File: src/rtl/ifbsf_pkg.sv
package ifbsf_pkg;

    localparam int unsigned BYTE_W      = 8;
    localparam int unsigned CFG_INDEX_W = 2;
    localparam int unsigned CFG_DATA_W  = 8;
    localparam int unsigned QUEUE_DEPTH_DEF = 4;

    localparam logic [BYTE_W-1:0] LINE_FLAG   = 8'h7E;
    localparam logic [BYTE_W-1:0] LINE_ESC    = 8'h7D;
    localparam logic [BYTE_W-1:0] ESC_OF_FLAG = 8'h5E;
    localparam logic [BYTE_W-1:0] ESC_OF_ESC  = 8'h5D;
    localparam logic [BYTE_W-1:0] ADDR_RESET  = 8'h03;
    localparam logic [BYTE_W-1:0] CTRL_SEQ0   = 8'h00;
    localparam logic [BYTE_W-1:0] CTRL_SEQ1   = 8'h40;

    localparam logic [CFG_INDEX_W-1:0] REG_FRAME_ADDRESS = 2'd0;
    localparam logic [CFG_INDEX_W-1:0] REG_SEQUENCE_BIT  = 2'd1;

    // One classified payload beat, as handed from front to back.
    typedef struct packed {
        logic [BYTE_W-1:0] data;
        logic              data_esc;
        logic [BYTE_W-1:0] bcc2;
        logic              bcc2_esc;
        logic [BYTE_W-1:0] addr;
        logic [BYTE_W-1:0] ctrl;
        logic              first;
        logic              last;
    } cmd_t;

    typedef struct packed {
        logic full;
        logic empty;
    } q_status_t;

    function automatic logic needs_esc(input logic [BYTE_W-1:0] b);
        needs_esc = (b == LINE_FLAG) || (b == LINE_ESC);
    endfunction

    function automatic logic [BYTE_W-1:0] esc_code(input logic [BYTE_W-1:0] b);
        esc_code = (b == LINE_FLAG) ? ESC_OF_FLAG : ESC_OF_ESC;
    endfunction

endpackage

File: src/rtl/ifbsf_front.sv
module ifbsf_front (
    input  logic                                  aclk,
    input  logic                                  aresetn,
    input  logic                                  s_valid,
    output logic                                  s_ready,
    input  logic [ifbsf_pkg::BYTE_W-1:0]          s_payload_byte,
    input  logic                                  s_first_byte,
    input  logic                                  s_last_byte,
    input  logic                                  cfg_valid,
    output logic                                  cfg_ready,
    input  logic [ifbsf_pkg::CFG_INDEX_W-1:0]     cfg_index,
    input  logic [ifbsf_pkg::CFG_DATA_W-1:0]      cfg_data,
    input  ifbsf_pkg::q_status_t                  q_status,
    output logic                                  q_push,
    output ifbsf_pkg::cmd_t                       q_cmd
);
    import ifbsf_pkg::*;

    logic [BYTE_W-1:0] addr_reg, addr_next;
    logic              seq_reg, seq_next;
    logic [BYTE_W-1:0] parity_reg, parity_next;
    logic [BYTE_W-1:0] parity_new;
    logic [BYTE_W-1:0] ctrl;

    assign cfg_ready = 1'b1;
    assign s_ready   = !q_status.full;
    assign q_push    = s_valid && s_ready;

    assign ctrl       = seq_reg ? CTRL_SEQ1 : CTRL_SEQ0;
    assign parity_new = (s_first_byte ? '0 : parity_reg) ^ s_payload_byte;

    always_comb begin
        q_cmd.data     = s_payload_byte;
        q_cmd.data_esc = needs_esc(s_payload_byte);
        q_cmd.bcc2     = parity_new;
        q_cmd.bcc2_esc = needs_esc(parity_new);
        q_cmd.addr     = addr_reg;
        q_cmd.ctrl     = ctrl;
        q_cmd.first    = s_first_byte;
        q_cmd.last     = s_last_byte;
    end

    always_comb begin
        parity_next = parity_reg;
        if (q_push) begin
            parity_next = s_last_byte ? '0 : parity_new;
        end
    end

    always_comb begin
        addr_next = addr_reg;
        seq_next  = seq_reg;
        if (cfg_valid && cfg_ready) begin
            if (cfg_index == REG_FRAME_ADDRESS) begin
                addr_next = cfg_data[BYTE_W-1:0];
            end else if (cfg_index == REG_SEQUENCE_BIT) begin
                seq_next = cfg_data[0];
            end
        end
    end

    always_ff @(posedge aclk) begin
        if (!aresetn) begin
            addr_reg   <= ADDR_RESET;
            seq_reg    <= 1'b0;
            parity_reg <= '0;
        end else begin
            addr_reg   <= addr_next;
            seq_reg    <= seq_next;
            parity_reg <= parity_next;
        end
    end

endmodule

File: src/rtl/ifbsf_queue.sv
module ifbsf_queue #(
    parameter int unsigned DEPTH = ifbsf_pkg::QUEUE_DEPTH_DEF
) (
    input  logic                  aclk,
    input  logic                  aresetn,
    input  logic                  push,
    input  ifbsf_pkg::cmd_t       push_cmd,
    input  logic                  pop,
    output ifbsf_pkg::cmd_t       head_cmd,
    output ifbsf_pkg::q_status_t  status
);
    import ifbsf_pkg::*;

    localparam int unsigned PTR_W = (DEPTH > 1) ? $clog2(DEPTH) : 1;
    localparam int unsigned CNT_W = $clog2(DEPTH + 1);
    localparam logic [PTR_W-1:0] PTR_LAST = PTR_W'(DEPTH - 1);
    localparam logic [CNT_W-1:0] CNT_FULL = CNT_W'(DEPTH);

    cmd_t             mem [DEPTH];
    logic [PTR_W-1:0] wr_ptr_reg, wr_ptr_next;
    logic [PTR_W-1:0] rd_ptr_reg, rd_ptr_next;
    logic [CNT_W-1:0] count_reg, count_next;
    logic             do_push, do_pop;

    assign status.full  = (count_reg == CNT_FULL);
    assign status.empty = (count_reg == '0);
    assign do_push      = push && !status.full;
    assign do_pop       = pop && !status.empty;
    assign head_cmd     = mem[rd_ptr_reg];

    always_comb begin
        wr_ptr_next = wr_ptr_reg;
        rd_ptr_next = rd_ptr_reg;
        count_next  = count_reg;
        if (do_push) begin
            wr_ptr_next = (wr_ptr_reg == PTR_LAST) ? '0 : wr_ptr_reg + 1'b1;
        end
        if (do_pop) begin
            rd_ptr_next = (rd_ptr_reg == PTR_LAST) ? '0 : rd_ptr_reg + 1'b1;
        end
        if (do_push && !do_pop) begin
            count_next = count_reg + 1'b1;
        end else if (do_pop && !do_push) begin
            count_next = count_reg - 1'b1;
        end
    end

    always_ff @(posedge aclk) begin
        if (do_push) begin
            mem[wr_ptr_reg] <= push_cmd;
        end
    end

    always_ff @(posedge aclk) begin
        if (!aresetn) begin
            wr_ptr_reg <= '0;
            rd_ptr_reg <= '0;
            count_reg  <= '0;
        end else begin
            wr_ptr_reg <= wr_ptr_next;
            rd_ptr_reg <= rd_ptr_next;
            count_reg  <= count_next;
        end
    end

endmodule

File: src/rtl/ifbsf_back.sv
module ifbsf_back (
    input  logic                          aclk,
    input  logic                          aresetn,
    input  ifbsf_pkg::cmd_t               head_cmd,
    input  ifbsf_pkg::q_status_t          q_status,
    output logic                          q_pop,
    output logic                          m_valid,
    input  logic                          m_ready,
    output logic [ifbsf_pkg::BYTE_W-1:0]  m_line_byte,
    output logic                          m_run_end,
    output logic                          m_frame_end
);
    import ifbsf_pkg::*;

    typedef enum logic [8:0] {
        ST_OPEN     = 9'b000000001,
        ST_ADDR     = 9'b000000010,
        ST_CTRL     = 9'b000000100,
        ST_BCC1     = 9'b000001000,
        ST_DATA     = 9'b000010000,
        ST_DATA_ESC = 9'b000100000,
        ST_BCC2     = 9'b001000000,
        ST_BCC2_ESC = 9'b010000000,
        ST_CLOSE    = 9'b100000000
    } phase_t;

    phase_t            phase_reg, phase_next, phase_eff, phase_adv;
    logic              m_valid_reg, m_valid_next;
    logic [BYTE_W-1:0] byte_reg;
    logic              run_end_reg, frame_end_reg;
    logic [BYTE_W-1:0] byte_out;
    logic              run_end_out, frame_end_out;
    logic              load;

    // a beat with no header starts straight at its data byte
    assign phase_eff = (phase_reg == ST_OPEN && !head_cmd.first) ? ST_DATA : phase_reg;

    always_comb begin
        byte_out      = LINE_FLAG;
        run_end_out   = 1'b0;
        frame_end_out = 1'b0;
        phase_adv     = ST_OPEN;
        unique case (phase_eff)
            ST_OPEN: begin
                byte_out  = LINE_FLAG;
                phase_adv = ST_ADDR;
            end
            ST_ADDR: begin
                byte_out  = head_cmd.addr;
                phase_adv = ST_CTRL;
            end
            ST_CTRL: begin
                byte_out  = head_cmd.ctrl;
                phase_adv = ST_BCC1;
            end
            ST_BCC1: begin
                byte_out  = head_cmd.addr ^ head_cmd.ctrl;
                phase_adv = ST_DATA;
            end
            ST_DATA: begin
                if (head_cmd.data_esc) begin
                    byte_out  = LINE_ESC;
                    phase_adv = ST_DATA_ESC;
                end else begin
                    byte_out    = head_cmd.data;
                    phase_adv   = head_cmd.last ? ST_BCC2 : ST_OPEN;
                    run_end_out = !head_cmd.last;
                end
            end
            ST_DATA_ESC: begin
                byte_out    = esc_code(head_cmd.data);
                phase_adv   = head_cmd.last ? ST_BCC2 : ST_OPEN;
                run_end_out = !head_cmd.last;
            end
            ST_BCC2: begin
                if (head_cmd.bcc2_esc) begin
                    byte_out  = LINE_ESC;
                    phase_adv = ST_BCC2_ESC;
                end else begin
                    byte_out  = head_cmd.bcc2;
                    phase_adv = ST_CLOSE;
                end
            end
            ST_BCC2_ESC: begin
                byte_out  = esc_code(head_cmd.bcc2);
                phase_adv = ST_CLOSE;
            end
            ST_CLOSE: begin
                byte_out      = LINE_FLAG;
                phase_adv     = ST_OPEN;
                run_end_out   = 1'b1;
                frame_end_out = 1'b1;
            end
            default: begin
                phase_adv = ST_OPEN;
            end
        endcase
    end

    assign load  = !q_status.empty && (!m_valid_reg || m_ready);
    assign q_pop = load && run_end_out;

    always_comb begin
        phase_next   = load ? phase_adv : phase_reg;
        m_valid_next = load ? 1'b1 : (m_valid_reg && !m_ready);
    end

    always_ff @(posedge aclk) begin
        if (!aresetn) begin
            phase_reg   <= ST_OPEN;
            m_valid_reg <= 1'b0;
        end else begin
            phase_reg   <= phase_next;
            m_valid_reg <= m_valid_next;
        end
    end

    always_ff @(posedge aclk) begin
        if (load) begin
            byte_reg      <= byte_out;
            run_end_reg   <= run_end_out;
            frame_end_reg <= frame_end_out;
        end
    end

    assign m_valid     = m_valid_reg;
    assign m_line_byte = byte_reg;
    assign m_run_end   = run_end_reg;
    assign m_frame_end = frame_end_reg;

endmodule

File: src/rtl/info_frame_byte_stuffing_framer.sv
// Information frame framer with byte stuffing.
// s_ channel: one payload byte per beat, with first/last markers. A first
//   beat emits FLAG, address, control, BCC1 before its byte; a last beat is
//   followed by the stuffed BCC2 and a closing FLAG.
// m_ channel: one line byte per beat; m_run_end marks the last byte caused
//   by an input beat, m_frame_end the closing flag.
// cfg_ channel: index 0 frame address, index 1 sequence bit; other indexes
//   are dropped. Always ready; write only while the block is idle.
// Path: an accepted beat is written into the queue, and its first line byte
//   is then loaded into the output register once the beats ahead are out.
// Throughput: the output side emits one line byte per cycle while m_ready is
//   high, and an input beat causes 1 to 9 line bytes (1 or 2 for a mid-frame
//   byte). The front accepts one beat per cycle while the QUEUE_DEPTH-entry
//   queue has room.
// Reset: queue and output emptied, parity cleared, address 0x03, sequence 0.
// Stall: with m_ready low the output register holds; the queue fills and
//   then s_ready drops.
module info_frame_byte_stuffing_framer #(
    parameter int unsigned QUEUE_DEPTH = ifbsf_pkg::QUEUE_DEPTH_DEF
) (
    input  logic                              aclk,
    input  logic                              aresetn,
    input  logic                              s_valid,
    output logic                              s_ready,
    input  logic [ifbsf_pkg::BYTE_W-1:0]      s_payload_byte,
    input  logic                              s_first_byte,
    input  logic                              s_last_byte,
    output logic                              m_valid,
    input  logic                              m_ready,
    output logic [ifbsf_pkg::BYTE_W-1:0]      m_line_byte,
    output logic                              m_run_end,
    output logic                              m_frame_end,
    input  logic                              cfg_valid,
    output logic                              cfg_ready,
    input  logic [ifbsf_pkg::CFG_INDEX_W-1:0] cfg_index,
    input  logic [ifbsf_pkg::CFG_DATA_W-1:0]  cfg_data
);
    import ifbsf_pkg::*;

    q_status_t q_status;
    cmd_t      push_cmd;
    cmd_t      head_cmd;
    logic      q_push;
    logic      q_pop;

    ifbsf_front u_front (
        .aclk           (aclk),
        .aresetn        (aresetn),
        .s_valid        (s_valid),
        .s_ready        (s_ready),
        .s_payload_byte (s_payload_byte),
        .s_first_byte   (s_first_byte),
        .s_last_byte    (s_last_byte),
        .cfg_valid      (cfg_valid),
        .cfg_ready      (cfg_ready),
        .cfg_index      (cfg_index),
        .cfg_data       (cfg_data),
        .q_status       (q_status),
        .q_push         (q_push),
        .q_cmd          (push_cmd)
    );

    ifbsf_queue #(
        .DEPTH (QUEUE_DEPTH)
    ) u_queue (
        .aclk     (aclk),
        .aresetn  (aresetn),
        .push     (q_push),
        .push_cmd (push_cmd),
        .pop      (q_pop),
        .head_cmd (head_cmd),
        .status   (q_status)
    );

    ifbsf_back u_back (
        .aclk        (aclk),
        .aresetn     (aresetn),
        .head_cmd    (head_cmd),
        .q_status    (q_status),
        .q_pop       (q_pop),
        .m_valid     (m_valid),
        .m_ready     (m_ready),
        .m_line_byte (m_line_byte),
        .m_run_end   (m_run_end),
        .m_frame_end (m_frame_end)
    );

    a_close_ends_run: assert property (@(posedge aclk) disable iff (!aresetn)
        m_valid && m_frame_end |-> m_run_end)
        else $error("closing flag without run end");

    a_close_is_flag: assert property (@(posedge aclk) disable iff (!aresetn)
        m_valid && m_frame_end |-> m_line_byte == LINE_FLAG)
        else $error("closing byte is not a flag");

    a_esc_not_last: assert property (@(posedge aclk) disable iff (!aresetn)
        m_valid && m_line_byte == LINE_ESC |-> !m_run_end)
        else $error("escape byte ends a run");

    a_pop_only_nonempty: assert property (@(posedge aclk) disable iff (!aresetn)
        q_pop |-> !q_status.empty)
        else $error("pop from empty queue");

endmodule

File: config.mk
export PLATFORM = sky130hd
export DESIGN_NAME = info_frame_byte_stuffing_framer
export DESIGN_NICKNAME = d
export VERILOG_FILES = /design/src/rtl/ifbsf_pkg.sv /design/src/rtl/ifbsf_front.sv /design/src/rtl/ifbsf_queue.sv /design/src/rtl/ifbsf_back.sv /design/src/rtl/info_frame_byte_stuffing_framer.sv
export SDC_FILE = /design/constraint.sdc
export NUM_CORES = 1
export LEC_CHECK = 0
export BUFFER_PORTS_ARGS = -buffer_cell sky130_fd_sc_hd__buf_2
export CAP_MARGIN = 15
export CORE_MARGIN = 5
export CORE_UTILIZATION = 45
export CTS_CLUSTER_SIZE = 30
export DETAILED_ROUTE_END_ITERATION = 12
export SLEW_MARGIN = 20
export SYNTH_ARGS = -nofsm -noshare
export SYNTH_HDL_FRONTEND = slang
export SYNTH_SLANG_ARGS = --single-unit
File: constraint.sdc
create_clock -name aclk -period 3.02 [get_ports aclk]
set_input_delay 0.302 -clock aclk [delete_from_list [all_inputs] [get_ports aclk]]
set_output_delay 0.302 -clock aclk [all_outputs]
set_load 0.005 [all_outputs]
==> impl_metrics.toml, run 1 <==
[outcome]
status = "finished clean"

[worst_setup_path]
critPathKind = "flop to flop"
r2r-end = "u_queue.count_reg[2]"
endpoint_kind = "flop"
path_max_fanout = 3
ff2ff_setup_slack_ns = 0.18
r2r-start = "u_back.phase_reg[1]"
required_ns = 3.38
cp-start-kind = "flop"
reg2reg_depth = 11
arrival_ns = 3.19

[grt]
grt_pass1_wl_um = 21700
grt-ovfl-total = 0
grt_use_met3 = 0.0351
globalRoute.busiestLayer = "met2"
grt_max_degree = 38
grt_pass1_vias = 3919
antenna_found_initial = 0
met1_usage = 0.225
use_met2 = 0.244
grt.total_usage = 0.161

[layout]
diodes = 0
largest_reg_flops = 116
design_area_um2 = 7880
fin_cells = 713
multi_input_area_um2 = 2160
register_area_um2 = 4510
drive_above_1_share = 0.234
syn2layout_area_growth_pct = 15.6
nets = 544
fill_cells = 1229

[die]
die_h_um = 133
start_util = 0.454
ioPinCount = 38
core_um2 = 15000
dieWidth_um = 133
num_rows = 45
fp.dieArea_um2 = 17700

[placement]
gp_congestion = 0.947
dp_cells = 681
io_buffers = 36
dpl_cell_area_um2 = 7260
hpwl_um = 8950

[yosys]
synth_flop_cell = "edfxtp_1"
ys_seq_area_frac = 0.660
ys_ff_latch = 162
synth_warnings = 0
synth.cell_area_um2 = 6820
netlist_instances = 463
async_flop_share = 0
synth_cell_type_count = 55
syn_avg_cell_area_um2 = 14.7
synth_edf_count = 126
syn-num-nets = 495

[sta]
min_period_ns = 2.84
relSlewSlack = 0.528
finalCritPeriodShare = 0.939
hold_violations = 0
clock_skew_ns = 0.00576
tns_ns = 0
tightest_slew_ns = 0.701
worst_hold_slack_ns = 0.0913
rsz0062_at_grt = "no"
max_freq_mhz = 352
drv_slew = 0
setup_viol_count_final = 0

[clocking]
cts-buffers-inserted = 17
cts.path.max_buffers = 2
clock-sinks = 162
cts.repair.resized = 0
clk_latency_ns = 0.43
cts.clk_slew.worst_paths_ns = 0.06
cts_tree = "built"
ctsHoldBuffers = 0
ctsHtreeMaxLevel = 4
cts-root-buf = "clkbuf_16"
post_cts_buffers = 0

[hold_path]
worstHoldStart = "cfg_data[1]"
min_path_type = "input port to flop"
min_to = "u_front.addr_reg[1]"
worstHoldPathCells = 3

[detailed_routing]
wl_per_cell_um = 18.7
drt-total-wl_um = 13400
viasPerCell = 5.50
first_pass_iters = 5
drt-initial-drc-count = 348
drc = 0
postRouteAntennaNets = 0
vias = 3921

[flow_run]
cap_viol_max_count = 0

[pwr]
p_per_area_nw_per_um2 = 824
max-vdd-ir-drop_v = 0.000379
leakage_nw = 2.67
==> cells in the final DEF (no fill, tap or decap), drive strengths merged, types with 2 or more instances in the layout <==
master,netlist,routed
o211ai,6,6
edfxtp,126,126
and2,7,7
o21ai,14,14
buf,13,56
or4,2,2
mux4,29,29
a21oi,6,6
a22oi,2,2
nand4,9,9
inv,12,14
dfxtp,36,36
nor2b,19,19
xor2,3,3
clkbuf,13,17
nor2,22,22
nand2,39,39
a21boi,9,9
a21o,3,3
and3,6,6
ha,6,6
nor4,2,2
clkinvlp,0,5
nor4b,2,2
nor3,12,12
clkinv,0,5
a41oi,2,2
nand3,7,7
mux2i,14,14
xnor2,13,13
nor3b,2,2
bufinv,0,3
nand2b,6,6
nand4b,2,2
or3,4,4
==> cells by family (layout without fill, tap and decap cells) <==
family | count (synthesis) | in the layout | share of synthesized area
DFF | 162 | 162 | 0.660
buffers and inverters | 38 | 100 | 0.0251
AOI/OAI and AO/OA | 52 | 52 | 0.0526
muxes | 43 | 43 | 0.116
xor gates and xnor gates | 16 | 16 | 0.0205
adders and majority gates | 7 | 7 | 0.0139
and+or+nand+nor | 144 | 144 | 0.111
other | 1 | 1 | 0.000550
==> routing by layer <==
| layer | part of all wire | up-vias |
|---|---|---|
| met2 | 0.47 | 103 |
| met3 | 0.046 | 34 |
| met4 | 0.029 | 0 |
| met1 | 0.45 | 1930 |
| li1 | - | 1854 |
| met5 | 0 | - |
==> worst max-delay path: stages, from the launching register on <==
cell,delay (ns)
dfxtp_1,0.30
or3_1,0.40
or3_4,0.39
a211o_1,0.25
a21o_1,0.22
a21o_1,0.20
ha_1,0.21
inv_1,0.09
fa_1,0.19
xor2_1,0.08
or3_1,0.31
a21boi_1,0.14
==> cell type report <==
type / count / area share
Inverter: 12 / 0.00571
Clock buffer: 17 / 0.0540
Multi-Input combinational cell: 263 / 0.273
Sequential cell: 162 / 0.572
Clock inverter: 15 / 0.0235
Tap cell: 188 / 0.0298
Timing Repair Buffer: 56 / 0.0419
==> per-stage QoR <==
stage	power (mW)	util	worst slack (ns)
finish	6.49	0.524	0.183
global route	6.83	0.524	0.0183
CTS	6.53	0.524	0.126
detailed placement	4.35	0.483	0.128
global placement	4.33	0.483	0.212
floorplan	3.88	-	0.00952
==> power by group <==
group | switching, mW | internal (mW) | total [mW]
Combinational | 0.846 | 0.598 | 1.44
Sequential | 0.109 | 2.76 | 2.87
Clock | 0.875 | 1.31 | 2.18
Total | 1.83 | 4.66 | 6.49
==> cells in the mapped netlist, drive strengths merged (2+ instances only) <==
library cell / instances / area, µm²
mux4: 29 / 653
clkbuf: 13 / 48.8
and3: 6 / 37.5
xor2: 3 / 26.3
a21oi: 6 / 30.0
mux2i: 14 / 140
nand3: 7 / 35.0
a21boi: 9 / 67.6
xnor2: 13 / 114
nand2b: 6 / 37.5
nor4b: 2 / 23.8
a41oi: 2 / 25.0
a21o: 3 / 22.5
o211ai: 6 / 45.0
nand4b: 2 / 17.5
a22oi: 2 / 15.0
dfxtp: 36 / 721
nand2: 39 / 146
nor2: 22 / 82.6
ha: 6 / 75.1
edfxtp: 126 / 3780
buf: 13 / 77.6
o21ai: 14 / 70.1
nor3b: 2 / 15.0
or3: 4 / 25.0
nor4: 2 / 12.5
and2: 7 / 43.8
or4: 2 / 15.0
nor3: 12 / 60.1
nor2b: 19 / 119
nand4: 9 / 56.3
inv: 12 / 45.0
==> how the worst max path moves through the flow <==
stage	start	end	slack [ns]	cells after the start
final	u_back.phase_reg[1]	u_queue.count_reg[2]	0.18	11
after global placement	u_back.phase_reg[1]	u_queue.count_reg[2]	0.21	11
after CTS	u_back.phase_reg[1]	u_queue.count_reg[2]	0.13	11
after global routing	u_back.phase_reg[2]	u_queue.count_reg[2]	0.02	11
after floorplan	flop	u_queue.count_reg[2]	0.01	14
after detailed placement	u_back.phase_reg[1]	u_queue.count_reg[2]	0.13	11
Note: power is estimated with default switching activity, not from simulation.
==> inputs of run 2 (changes only) <==
--- a/config.mk
+++ b/config.mk
@@ -14,4 +14,5 @@
 export SLEW_MARGIN = 20
 export SYNTH_ARGS = -nofsm -noshare
 export SYNTH_HDL_FRONTEND = slang
+export SYNTH_HIERARCHICAL = 1
 export SYNTH_SLANG_ARGS = --single-unit
==> constraint.sdc (replaced) <==
create_clock -name aclk -period 2.7 [get_ports aclk]
set_input_delay 0.27 -clock aclk [delete_from_list [all_inputs] [get_ports aclk]]
set_output_delay 0.27 -clock aclk [all_outputs]
set_load 0.005 [all_outputs]
==> impl_metrics.toml, run 2 <==
[yosys]
synth.cell_area_um2 = 8320
ys_seq_area_frac = 0.642
synth_top_area_frac = 0.556
synth.most_common_cell = "edfxtp_1"
synth_edf_count = 154
netlist_instances = 539
synth_cell_type_count = 65
yosys-top-cells-area = "edfxtp_1 (56%), dfxtp_1 (8.7%), mux4_2 (8.1%), mux4_1 (1.9%), nor2b_1 (1.8%)"
async_flop_share = 0
syn_avg_cell_area_um2 = 15.4
synth_flop_cell = "edfxtp_1"
synth.largest_area_cell = "edfxtp_1"
synth_warnings = 6
synth_commonest_cells = "edfxtp_1 (154), dfxtp_1 (36), nor2_1 (33)"
ys_ff_latch = 190

[placement]
io_buffers = 36
gp_congestion = 0.871
dp_cells = 794
hpwl_um = 11200

[hold_path]
worstHoldPathCells = 3
min_path_type = "input port to flop"

[layout]
fill_cells = 1462
multi_input_area_um2 = 2670
final_cell_mix = "edfxtp_1 (154), buf_2 (36), dfxtp_1 (35)"
nets = 621
mostFrequentLayoutCell = "edfxtp_1"
register_area_um2 = 5350
fin_util = 0.522
largest_reg_flops = 144
fin_cells = 831
syn2layout_area_growth_pct = 13.5
drive_above_1_share = 0.266
diodes = 0

[detailed_routing]
viasPerCell = 5.49
postRouteAntennaNets = 0
vias = 4565
drt-initial-drc-count = 332
drt-total-wl_um = 16600
first_pass_iters = 4
wl_per_cell_um = 20.0
drc = 0

[die]
dieWidth_um = 146
core_um2 = 18100
fp.dieArea_um2 = 21300
num_rows = 49
ioPinCount = 38
start_util = 0.460
die_h_um = 146

[sta]
tns_ns = -0.174
clock_skew_ns = 0.00877
setup_viol_count_final = 2
hold_violations = 0
drv_slew = 0
rsz0062_at_grt = "yes"
min_period_ns = 2.81
finalCritPeriodShare = 1.04
fin_ws_ns = -0.111
max_freq_mhz = 356
relSlewSlack = 0.395
tightest_slew_ns = 0.903

[clocking]
cts.path.max_buffers = 2
cts.clk_slew.worst_paths_ns = 0.07
cts_tree = "built"
cts-root-buf = "clkbuf_16"
ctsHoldBuffers = 0
ctsHtreeMaxLevel = 4
clk_latency_ns = 0.43
clock-sinks = 190
cts-buffers-inserted = 17

[flow_run]
cap_viol_max_count = 0

[grt]
grt-ovfl-total = 0
grt_max_degree = 37
grt_use_met3 = 0.0353
grt_pass1_vias = 4689
grt_pass1_wl_um = 26400
antenna_found_initial = 0
grt.total_usage = 0.162
use_met2 = 0.260
globalRoute.busiestLayer = "met2"
met1_usage = 0.219

[worst_setup_path]
path_max_fanout = 2
critPathKind = "flop to flop"
reg2reg_depth = 13
endpoint_kind = "flop"
cp-start-kind = "flop"
required_ns = 3.05
arrival_ns = 3.16

[outcome]
status = "finished with violations"
violations = "negative setup slack"

[pwr]
seqPwrFrac = 0.452
max-vdd-ir-drop_v = 0.000489
leakage_nw = 3.21
internal_power_mw = 6.24
netSwitchingPower_mw = 2.37
p_per_area_nw_per_um2 = 912
p_clk_frac = 0.310
switching_share = 0.276
power_frac_comb = 0.239
[run 2: power by group through the flow]
stage / Combinational [mW] / Clock [mW] / Sequential, mW
finish: 2.05 / 2.67 / 3.89
global route: 2.24 / 2.84 / 3.93
CTS: 2.05 / 2.72 / 3.90
detailed placement: 2.01 / 0 / 3.96
global placement: 2.00 / 0 / 3.93
floorplan: 1.29 / 0 / 3.92
[run 2: kinds of logic after synthesis]
logic type	count (synthesis)	share of synthesized area
AO/OA/AOI/OAI	73	0.0589
XOR/XNOR	15	0.0194
adder cells (fa/ha/maj)	7	0.0114
buffers and inverters	52	0.0440
flip-flops	190	0.642
multiplexers	48	0.115
other	2	0.000902
AND/OR/NAND/NOR	152	0.109
[run 2: timing repair]
action	4_1_cts	5_1_grt
buffers inserted	3	2
resized for setup	3	2
endpoints found under the setup margin	2	2
gates cloned	0	0
pin swaps	4	4
[run 2: metrics by stage]
step                hold slack [ns]  power (mW)  instance area (µm²)  worst slack (ns)
floorplan                     0.398        5.21                 8370            -0.296
global placement              0.481        5.93                 8760           -0.0226
detailed placement            0.496        5.97                 8760            -0.133
CTS                          0.0449        8.67                 9430            -0.101
global route                 0.0877        9.01                 9450            -0.292
finish                       0.0664        8.61                 9450            -0.111
[run 2: worst max-delay path, stage by stage (launching register included)]
cell and delay (ns):
dfxtp_2 0.34, mux4_2 0.52, nor3b_2 0.23, o211ai_1 0.14
nor2_2 0.19, o21bai_2 0.10, a21oi_2 0.16, o31ai_2 0.10
ha_2 0.21, inv_2 0.06, fa_2 0.19, xor2_1 0.07
or3_1 0.31, a21boi_1 0.13
[run 2: final timing paths]
path / start / slack [ns] / end
setup / recovery: flop / -0.11 / u_queue/count_reg[2]
setup reg to reg: flop / -0.11 / u_queue/count_reg[2]
hold reg to reg: u_front/addr_reg[7] / 0.50 / u_queue/mem[1][17]
hold / removal: cfg_data[1] / 0.07 / u_front/addr_reg[1]
[run 2: area by class of cell]
type | count | area share
repair buffers | 69 | 0.0518
multi-input cells | 303 | 0.282
well taps | 229 | 0.0303
flip-flops and latches | 190 | 0.566
clock inverters | 11 | 0.0201
clock buffers | 21 | 0.0466
inverters | 8 | 0.00318
[run 2: routing by layer]
layer  up-vias  wire length (µm)
met2        91              8000
li1       2142                 -
met1      2314              7640
met4         0               341
met3        18               646
met5         -                 0
